===== config.mk =====
export PLATFORM = sky130hd
export DESIGN_NAME = multi_channel_pwm_with_breath_ramp
export DESIGN_NICKNAME = d
export VERILOG_FILES = /design/src/mcpwm_pkg.sv /design/src/mcpwm_chan.sv /design/src/mcpwm_ramp.sv /design/src/multi_channel_pwm_with_breath_ramp.sv
export SDC_FILE = /design/constraint.sdc
export NUM_CORES = 2
export LEC_CHECK = 0
export BUFFER_PORTS_ARGS = -buffer_cell sky130_fd_sc_hd__clkbuf_2
export CAP_MARGIN = 20
export CELL_PAD_IN_SITES_DETAIL_PLACEMENT = 1
export CELL_PAD_IN_SITES_GLOBAL_PLACEMENT = 2
export CORE_MARGIN = 2
export CORE_UTILIZATION = 41
export DETAILED_ROUTE_END_ITERATION = 6
export PLACE_DENSITY_LB_ADDON = 0.25
export SETUP_SLACK_MARGIN = 0.15
export SYNTH_ARGS = -nofsm -noshare
export SYNTH_HDL_FRONTEND = slang
export SYNTH_SLANG_ARGS = --single-unit

===== constraint.sdc =====
create_clock -name clk -period 5.35 [get_ports clk]
set_input_delay 1.07 -clock clk [delete_from_list [all_inputs] [get_ports clk]]
set_output_delay 1.07 -clock clk [all_outputs]
set_load 0.05 [all_outputs]

===== src/mcpwm_pkg.sv =====
// Shared constants, codes and types for the multi-channel PWM with breathing ramp.
package mcpwm_pkg;

	localparam int NUM_CHANNELS = 12;
	localparam int COUNT_BITS   = 16;
	localparam int CNT_W        = COUNT_BITS + 1;
	localparam int CH_BITS      = 4;
	localparam int ACT_BITS     = 3;
	localparam int CFG_IDX_BITS = 2;
	localparam int CFG_DATA_W   = 16;

	localparam logic [ACT_BITS-1:0] ACT_TICK = 3'd0;
	localparam logic [ACT_BITS-1:0] ACT_INIT = 3'd1;
	localparam logic [ACT_BITS-1:0] ACT_SET  = 3'd2;
	localparam logic [ACT_BITS-1:0] ACT_STOP = 3'd3;
	localparam logic [ACT_BITS-1:0] ACT_RAMP = 3'd4;

	localparam logic [CFG_IDX_BITS-1:0] CFG_RAMP_TOP    = 2'd0;
	localparam logic [CFG_IDX_BITS-1:0] CFG_RAMP_PERIOD = 2'd1;
	localparam logic [CFG_IDX_BITS-1:0] CFG_RAMP_CHAN   = 2'd2;

	localparam logic [COUNT_BITS-1:0] RAMP_TOP_RST    = 16'd10;
	localparam logic [COUNT_BITS-1:0] RAMP_PERIOD_RST = 16'd10;
	localparam logic [CH_BITS-1:0]    RAMP_CHAN_RST   = 4'd0;

	typedef struct packed {
		logic                  tick;
		logic                  init;
		logic                  set;
		logic                  stop;
		logic                  enable;
		logic [COUNT_BITS-1:0] period;
		logic [COUNT_BITS-1:0] duty;
	} chan_cmd_t;

	typedef struct packed {
		logic pin_d;
		logic pin_q;
		logic started;
	} chan_stat_t;

endpackage


===== src/mcpwm_chan.sv =====
// One PWM channel: counter, period, duty, run and started flags, and its pin.
module mcpwm_chan import mcpwm_pkg::*; (
	input  logic       clk,
	input  logic       arst_n,
	input  chan_cmd_t  cmd,
	output chan_stat_t stat
);

	logic [CNT_W-1:0]      count_q;
	logic [COUNT_BITS-1:0] period_q;
	logic [COUNT_BITS-1:0] duty_q;
	logic                  en_q;
	logic                  started_q;
	logic                  pin_q;

	logic [CNT_W-1:0] count_inc;
	logic [CNT_W-1:0] count_d;
	logic             pin_d;

	assign count_inc = count_q + CNT_W'(1);

	always_comb begin
		count_d = count_q;
		pin_d   = pin_q;
		if (cmd.tick && started_q) begin
			if (!en_q) begin
				count_d = '0;
				pin_d   = 1'b0;
			end else if (count_inc > {1'b0, period_q}) begin
				count_d = '0;
			end else begin
				count_d = count_inc;
				pin_d   = (count_inc <= {1'b0, duty_q});
			end
		end else if (cmd.init) begin
			count_d = '0;
		end
	end

	always_ff @(posedge clk or negedge arst_n) begin
		if (!arst_n) begin
			count_q   <= '0;
			period_q  <= '0;
			duty_q    <= '0;
			en_q      <= 1'b0;
			started_q <= 1'b0;
			pin_q     <= 1'b0;
		end else begin
			count_q <= count_d;
			pin_q   <= pin_d;
			if (cmd.init) begin
				en_q      <= cmd.enable;
				started_q <= 1'b1;
			end else if (cmd.stop) begin
				en_q <= 1'b0;
			end
			if (cmd.init || cmd.set) begin
				period_q <= cmd.period;
				duty_q   <= cmd.duty;
			end
		end
	end

	assign stat.pin_d   = pin_d;
	assign stat.pin_q   = pin_q;
	assign stat.started = started_q;

endmodule


===== src/mcpwm_ramp.sv =====
// Triangle breathing ramp: level register, direction flag and channel write strobe.
module mcpwm_ramp import mcpwm_pkg::*; (
	input  logic                  clk,
	input  logic                  arst_n,
	input  logic                  step,
	input  logic [COUNT_BITS-1:0] ramp_top,
	output logic [COUNT_BITS-1:0] level_d,
	output logic [COUNT_BITS-1:0] level_q,
	output logic                  wr
);

	logic falling_q;
	logic falling_d;

	always_comb begin
		level_d   = level_q;
		falling_d = falling_q;
		wr        = 1'b0;
		if (step) begin
			if (!falling_q) begin
				if (level_q < ramp_top) begin
					level_d = level_q + COUNT_BITS'(1);
					wr      = 1'b1;
				end else begin
					falling_d = 1'b1;
				end
			end else begin
				if (level_q != '0) begin
					level_d = level_q - COUNT_BITS'(1);
					wr      = 1'b1;
				end else begin
					falling_d = 1'b0;
				end
			end
		end
	end

	always_ff @(posedge clk or negedge arst_n) begin
		if (!arst_n) begin
			level_q   <= '0;
			falling_q <= 1'b0;
		end else begin
			level_q   <= level_d;
			falling_q <= falling_d;
		end
	end

endmodule


===== src/multi_channel_pwm_with_breath_ramp.sv =====
// Top level of the twelve-channel counter PWM with a breathing ramp.
//
//   Port group   Direction  Handshake          Content
//   in_*         input      in_valid/in_ready  action, channel, period, duty, enable
//   out_*        output     out_valid/out_ready pin_mask, ramp_level, result_code
//   cfg_*        input      cfg_we only        ramp_top, ramp_period, ramp_channel
//
// A beat is registered on entry and processed from that input register into the result
// register; one beat is accepted every cycle while the result is not stalled.
// Reset clears every channel, the ramp and the configuration to their defaults.
// A stalled result holds the processing stage, which holds the input register.
module multi_channel_pwm_with_breath_ramp import mcpwm_pkg::*; (
	input  logic                    clk,
	input  logic                    arst_n,
	input  logic                    in_valid,
	output logic                    in_ready,
	input  logic [ACT_BITS-1:0]     action,
	input  logic [CH_BITS-1:0]      channel,
	input  logic [COUNT_BITS-1:0]   period,
	input  logic [COUNT_BITS-1:0]   duty,
	input  logic                    enable,
	output logic                    out_valid,
	input  logic                    out_ready,
	output logic [NUM_CHANNELS-1:0] pin_mask,
	output logic [COUNT_BITS-1:0]   ramp_level,
	output logic                    result_code,
	input  logic                    cfg_we,
	input  logic [CFG_IDX_BITS-1:0] cfg_index,
	input  logic [CFG_DATA_W-1:0]   cfg_data
);

	logic                  valid_s1;
	logic [ACT_BITS-1:0]   action_s1;
	logic [CH_BITS-1:0]    channel_s1;
	logic [COUNT_BITS-1:0] period_s1;
	logic [COUNT_BITS-1:0] duty_s1;
	logic                  enable_s1;

	logic                    valid_s2;
	logic [NUM_CHANNELS-1:0] pin_mask_s2;
	logic [COUNT_BITS-1:0]   ramp_level_s2;
	logic                    result_code_s2;

	logic [COUNT_BITS-1:0] ramp_top_q;
	logic [COUNT_BITS-1:0] ramp_period_q;
	logic [CH_BITS-1:0]    ramp_chan_q;

	logic                  advance;
	logic                  fire;
	logic                  ramp_wr;
	logic [COUNT_BITS-1:0] ramp_d;
	logic [COUNT_BITS-1:0] ramp_q;

	chan_cmd_t               cmd  [NUM_CHANNELS];
	chan_stat_t              stat [NUM_CHANNELS];
	logic [NUM_CHANNELS-1:0] pin_d_vec;
	logic [NUM_CHANNELS-1:0] pin_q_vec;
	logic [NUM_CHANNELS-1:0] code_vec;

	assign advance  = !valid_s2 || out_ready;
	assign fire     = valid_s1 && advance;
	assign in_ready = !valid_s1 || advance;

	always_ff @(posedge clk or negedge arst_n) begin
		if (!arst_n) begin
			ramp_top_q    <= RAMP_TOP_RST;
			ramp_period_q <= RAMP_PERIOD_RST;
			ramp_chan_q   <= RAMP_CHAN_RST;
		end else if (cfg_we) begin
			case (cfg_index)
				CFG_RAMP_TOP:    ramp_top_q    <= cfg_data[COUNT_BITS-1:0];
				CFG_RAMP_PERIOD: ramp_period_q <= cfg_data[COUNT_BITS-1:0];
				CFG_RAMP_CHAN:   ramp_chan_q   <= cfg_data[CH_BITS-1:0];
				default: ;
			endcase
		end
	end

	always_ff @(posedge clk or negedge arst_n) begin
		if (!arst_n) begin
			valid_s1 <= 1'b0;
		end else if (in_ready) begin
			valid_s1 <= in_valid;
		end
	end

	always_ff @(posedge clk) begin
		if (in_ready && in_valid) begin
			action_s1  <= action;
			channel_s1 <= channel;
			period_s1  <= period;
			duty_s1    <= duty;
			enable_s1  <= enable;
		end
	end

	mcpwm_ramp u_ramp (
		.clk      (clk),
		.arst_n   (arst_n),
		.step     (fire && action_s1 == ACT_RAMP),
		.ramp_top (ramp_top_q),
		.level_d  (ramp_d),
		.level_q  (ramp_q),
		.wr       (ramp_wr)
	);

	for (genvar i = 0; i < NUM_CHANNELS; i++) begin : g_chan
		logic hit;
		logic ramp_hit;

		assign hit      = (channel_s1 == CH_BITS'(i));
		assign ramp_hit = ramp_wr && (ramp_chan_q == CH_BITS'(i));

		always_comb begin
			cmd[i].tick   = fire && action_s1 == ACT_TICK;
			cmd[i].init   = fire && action_s1 == ACT_INIT && hit;
			cmd[i].set    = (fire && action_s1 == ACT_SET && hit) || ramp_hit;
			cmd[i].stop   = fire && action_s1 == ACT_STOP && hit;
			cmd[i].enable = enable_s1;
			cmd[i].period = (action_s1 == ACT_RAMP) ? ramp_period_q : period_s1;
			cmd[i].duty   = (action_s1 == ACT_RAMP) ? ramp_d : duty_s1;
		end

		mcpwm_chan u_chan (
			.clk    (clk),
			.arst_n (arst_n),
			.cmd    (cmd[i]),
			.stat   (stat[i])
		);

		assign pin_d_vec[i] = stat[i].pin_d;
		assign pin_q_vec[i] = stat[i].pin_q;
		assign code_vec[i]  = cmd[i].init && stat[i].started;
	end

	always_ff @(posedge clk or negedge arst_n) begin
		if (!arst_n) begin
			valid_s2 <= 1'b0;
		end else if (advance) begin
			valid_s2 <= valid_s1;
		end
	end

	always_ff @(posedge clk) begin
		if (fire) begin
			pin_mask_s2    <= pin_d_vec;
			ramp_level_s2  <= ramp_d;
			result_code_s2 <= |code_vec;
		end
	end

	assign out_valid   = valid_s2;
	assign pin_mask    = pin_mask_s2;
	assign ramp_level  = ramp_level_s2;
	assign result_code = result_code_s2;

	a_code_only_init: assert property (@(posedge clk) disable iff (!arst_n)
		(fire && action_s1 != ACT_INIT) |=> !result_code)
		else $error("Result code set by a beat that is not an init.");

	a_ramp_matches: assert property (@(posedge clk) disable iff (!arst_n)
		valid_s2 |-> ramp_level == ramp_q)
		else $error("Presented ramp level differs from the ramp register.");

	a_pins_match: assert property (@(posedge clk) disable iff (!arst_n)
		valid_s2 |-> pin_mask == pin_q_vec)
		else $error("Presented pin mask differs from the channel pins.");

	a_ready_when_empty: assert property (@(posedge clk) disable iff (!arst_n)
		!valid_s2 |-> in_ready)
		else $error("Input stalled while the result stage is empty.");

endmodule

==> results.toml <==
[critical_path]
cp_max_fo = 10
crit_path_start_kind = "flip-flop"
worstPathRequired_ns = 5.96
r2r_slack_ns = 0.80
arrival_ns = 5.16
crit_type = "flip-flop to flip-flop"
crit_path_end_kind = "flip-flop"
r2r_end = "g_chan[6].u_chan.count_q[6]"
r2r_start = "g_chan[6].u_chan.count_q[0]"
ff2ff_path_depth = 14

[grt]
grt.met3_usage = 0.0477
grt_pass1_wl_mm = 212
grt_overflow_total = 0
grt_pass1_vias = 34200
grt_usage = 0.260
grt_use_met2 = 0.416
grt_start_max_net_pins = 107
antenna_found_initial = 11
grt-busiest-layer = "met2"
use_met1 = 0.358

[timing]
fin_ws_ns = 0.796
min_period_over_period = 0.851
worst_slew_pin_slew_ns = 1.06
finalCriticalPeriod_ns = 4.55
rsz0062_at_grt = "false"
relSlewSlack = 0.275
slew_viol_final = 0
setup_tns_ns = 0
fmax_mhz = 220
fin_skew_ns = 0.0445
hold_violations = 0
finalSetupViolations = 0

[hold_path]
hp-class = "input pin to asynchronous set/reset pin"

[final_layout]
final_nets = 5041
drive_above_1_share = 0.111
final_cells = 6023
fin_util = 0.467
post-route-cell-area_um2 = 48400
area_growth_pct = 13.0

[floorplanning]
chipWidth_um = 327
io_pins = 94
start_util = 0.413
dieArea_um2 = 107000
fp.dieH_um = 327
coreArea_um2 = 104000
row_count = 118

[drt]
drtIter0Drc = 1952
avgViaCountPerCell = 5.52
drtPass1Iterations = 5
avgRoutedWirePerCell_um = 22.9
postRouteWirelength_mm = 138
dr_total_vias = 33300
drc = 0
ant_nets = 0

[clocking]
cts_tree = "done"
ctsHoldBuffers = 0
clkTransAtPathRegs_ns = 0.06
htree_levels = 3
cts_buffers = 90
cts_resized = 0
cts_setup_buffers = 0
clk-insertion-delay-late_ns = 0.68
clk_path_buf_depth = 3
cts_root_buf = "clkbuf_16"
cts_num_sinks = 748

[synthesis]
syn-cell-area_um2 = 42900
syn_avg_cell_area_um2 = 9.60
yosysMostFrequentCell = "dfrtp_1"
synth.yosys.seq_area_share = 0.445
synthTopCellsByArea = "dfrtp_1 (39%), ha_1 (12%), edfxtp_1 (4.8%), inv_1 (3.9%), a21oi_1 (3.9%)"
yosysWarnings = 0
synth_edf_count = 69
synth_cells = 4466
synthArstFlopShare = 0.908
netlist.area_leader.share = 0.394
ys_ff_latch = 748
synth.largest_area_cell = "dfrtp_1"
synth_commonest_cells = "dfrtp_1 (675), inv_1 (445), ha_1 (414), nor2_1 (412), a21oi_1 (330)"
synth_nets = 4943
synthFlopType = "dfrtp_1"
synth_cell_type_count = 97

[power]
vdd_drop_max_uv = 277
leakage_uw = 0.0236
power.density_nw_per_um2 = 378

[placement]
placedCellCount = 5851
gp_congestion = 0.833
place_ws_ns = 0.873
dp_hpwl_mm = 96.4
dpl-instance-area_um2 = 45300
portBuffers = 93

[run]
cap_violations = 0

[run_status]
status = "completed"
==> state kept, by name (all words and copies together), names as in the netlist <==
register	count
u_ramp.falling_q	1
g_chan.u_chan.duty_q	192
ramp_level	16
valid_s1	1
g_chan.u_chan.en_q	12
ramp_period_q	16
g_chan.u_chan.count_q	204
g_chan.u_chan.started_q	12
ramp_top_q	16
channel_s1	4
g_chan.u_chan.period_q	192
out_valid	1
enable_s1	1
pin_mask	12
period_s1	16
u_ramp.level_q	16
result_code	1
ramp_chan_q	4
duty_s1	16
action_s1	3
g_chan.u_chan.pin_q	12
==> layer usage <==
metal	vias up	part of all wire
met2	623	0.46
li1	15800	-
met5	-	0.000051
met4	2	0.031
met3	195	0.052
met1	16600	0.46
==> worst max-delay path: stages (launching register included) <==
cell and delay [ns]:
dfrtp_1 0.48, ha_1 0.27, nand3_1 0.19, or3_1 0.53
nor2_1 0.22, xor2_1 0.33, ha_1 0.32, a21o_1 0.16
a21o_1 0.16, a2111oi_0 0.44, o21ai_0 0.16, o221a_2 0.29
or3_1 0.54, nor4_1 0.26, a21o_1 0.12
==> how the worst max path moves through the flow <==
| stage | cells past startpoint | from | end |
|---|---|---|---|
| after floorplan | 16 | g_chan[6].u_chan.count_q[0] | g_chan[6].u_chan.count_q[7] |
| after global placement | 9 | out_ready | g_chan[11].u_chan.period_q[3] |
| after detailed placement | 14 | g_chan[6].u_chan.count_q[0] | g_chan[6].u_chan.count_q[2] |
| after CTS | 14 | g_chan[6].u_chan.count_q[0] | g_chan[6].u_chan.count_q[2] |
| after global routing | 15 | g_chan[9].u_chan.count_q[0] | g_chan[9].u_chan.count_q[5] |
| final | 14 | g_chan[6].u_chan.count_q[0] | g_chan[6].u_chan.count_q[6] |
==> cell families (layout without fill, tap and decap cells) <==
| family | count (synthesis) | after routing | share of synthesized area |
|---|---|---|---|
| AO/OA/AOI/OAI | 1042 | 1042 | 0.156 |
| buffers and inverters | 644 | 819 | 0.0627 |
| AND/OR/NAND/NOR | 1314 | 1314 | 0.147 |
| XOR/XNOR | 184 | 184 | 0.0378 |
| flip-flops | 748 | 748 | 0.445 |
| multiplexers | 120 | 120 | 0.0309 |
| other | 0 | 2 | 0 |
| adder cells (fa/ha/maj) | 414 | 414 | 0.121 |
==> cell usage in the layout (no fill, tap or decap), types with 21 or more instances in the layout <==
| master | count |
|---|---|
| nand2_1 | 327 |
| o21ai_0 | 243 |
| nor3_1 | 44 |
| nand4_1 | 95 |
| xor2_1 | 84 |
| nand3_1 | 140 |
| mux2_1 | 36 |
| nor2b_1 | 45 |
| and3_1 | 63 |
| a31oi_1 | 21 |
| clkbuf_16 | 94 |
| a22o_1 | 75 |
| and2_1 | 28 |
| edfxtp_1 | 69 |
| buf_4 | 102 |
| xnor2_1 | 99 |
| o21ai_1 | 26 |
| a32o_1 | 45 |
| clkbuf_2 | 92 |
| mux2_2 | 60 |
| nor2_1 | 409 |
| o31ai_1 | 31 |
| nand2b_1 | 43 |
| nor4_1 | 23 |
| a21o_1 | 114 |
| dfrtp_1 | 675 |
| ha_1 | 414 |
| inv_1 | 444 |
| a21oi_1 | 326 |
| clkinv_2 | 22 |
==> area by class of cell <==
type                            instances  area (um2)
Inverter                              447        1680
Clock buffer                          127        2630
Antenna cell                            2        5.00
Sequential cell                       748       19100
Multi-Input combinational cell       3074       21400
Clock inverter                         42         514
Timing Repair Buffer                  203        1410
Tap cell                             1380        1730
Fill cell                           11800       55200
==> report_power, final <==
group          internal, uW  switching (uW)  total (uW)
logic                  1640            2520        4160
registers              6860             721        7580
clock network          3920            2630        6550
total                 12400            5870       18300
==> through the flow <==
step | hold WS, ns | total power, uW
6_report | 0.421 | 18300
5_1_grt | 0.499 | 19400
4_1_cts | 0.480 | 18500
3_5_place_dp | 0.467 | 11800
3_3_place_gp | 0.461 | 11600
2_1_floorplan | 0.441 | 10300
(Power assumes the default switching activity.)
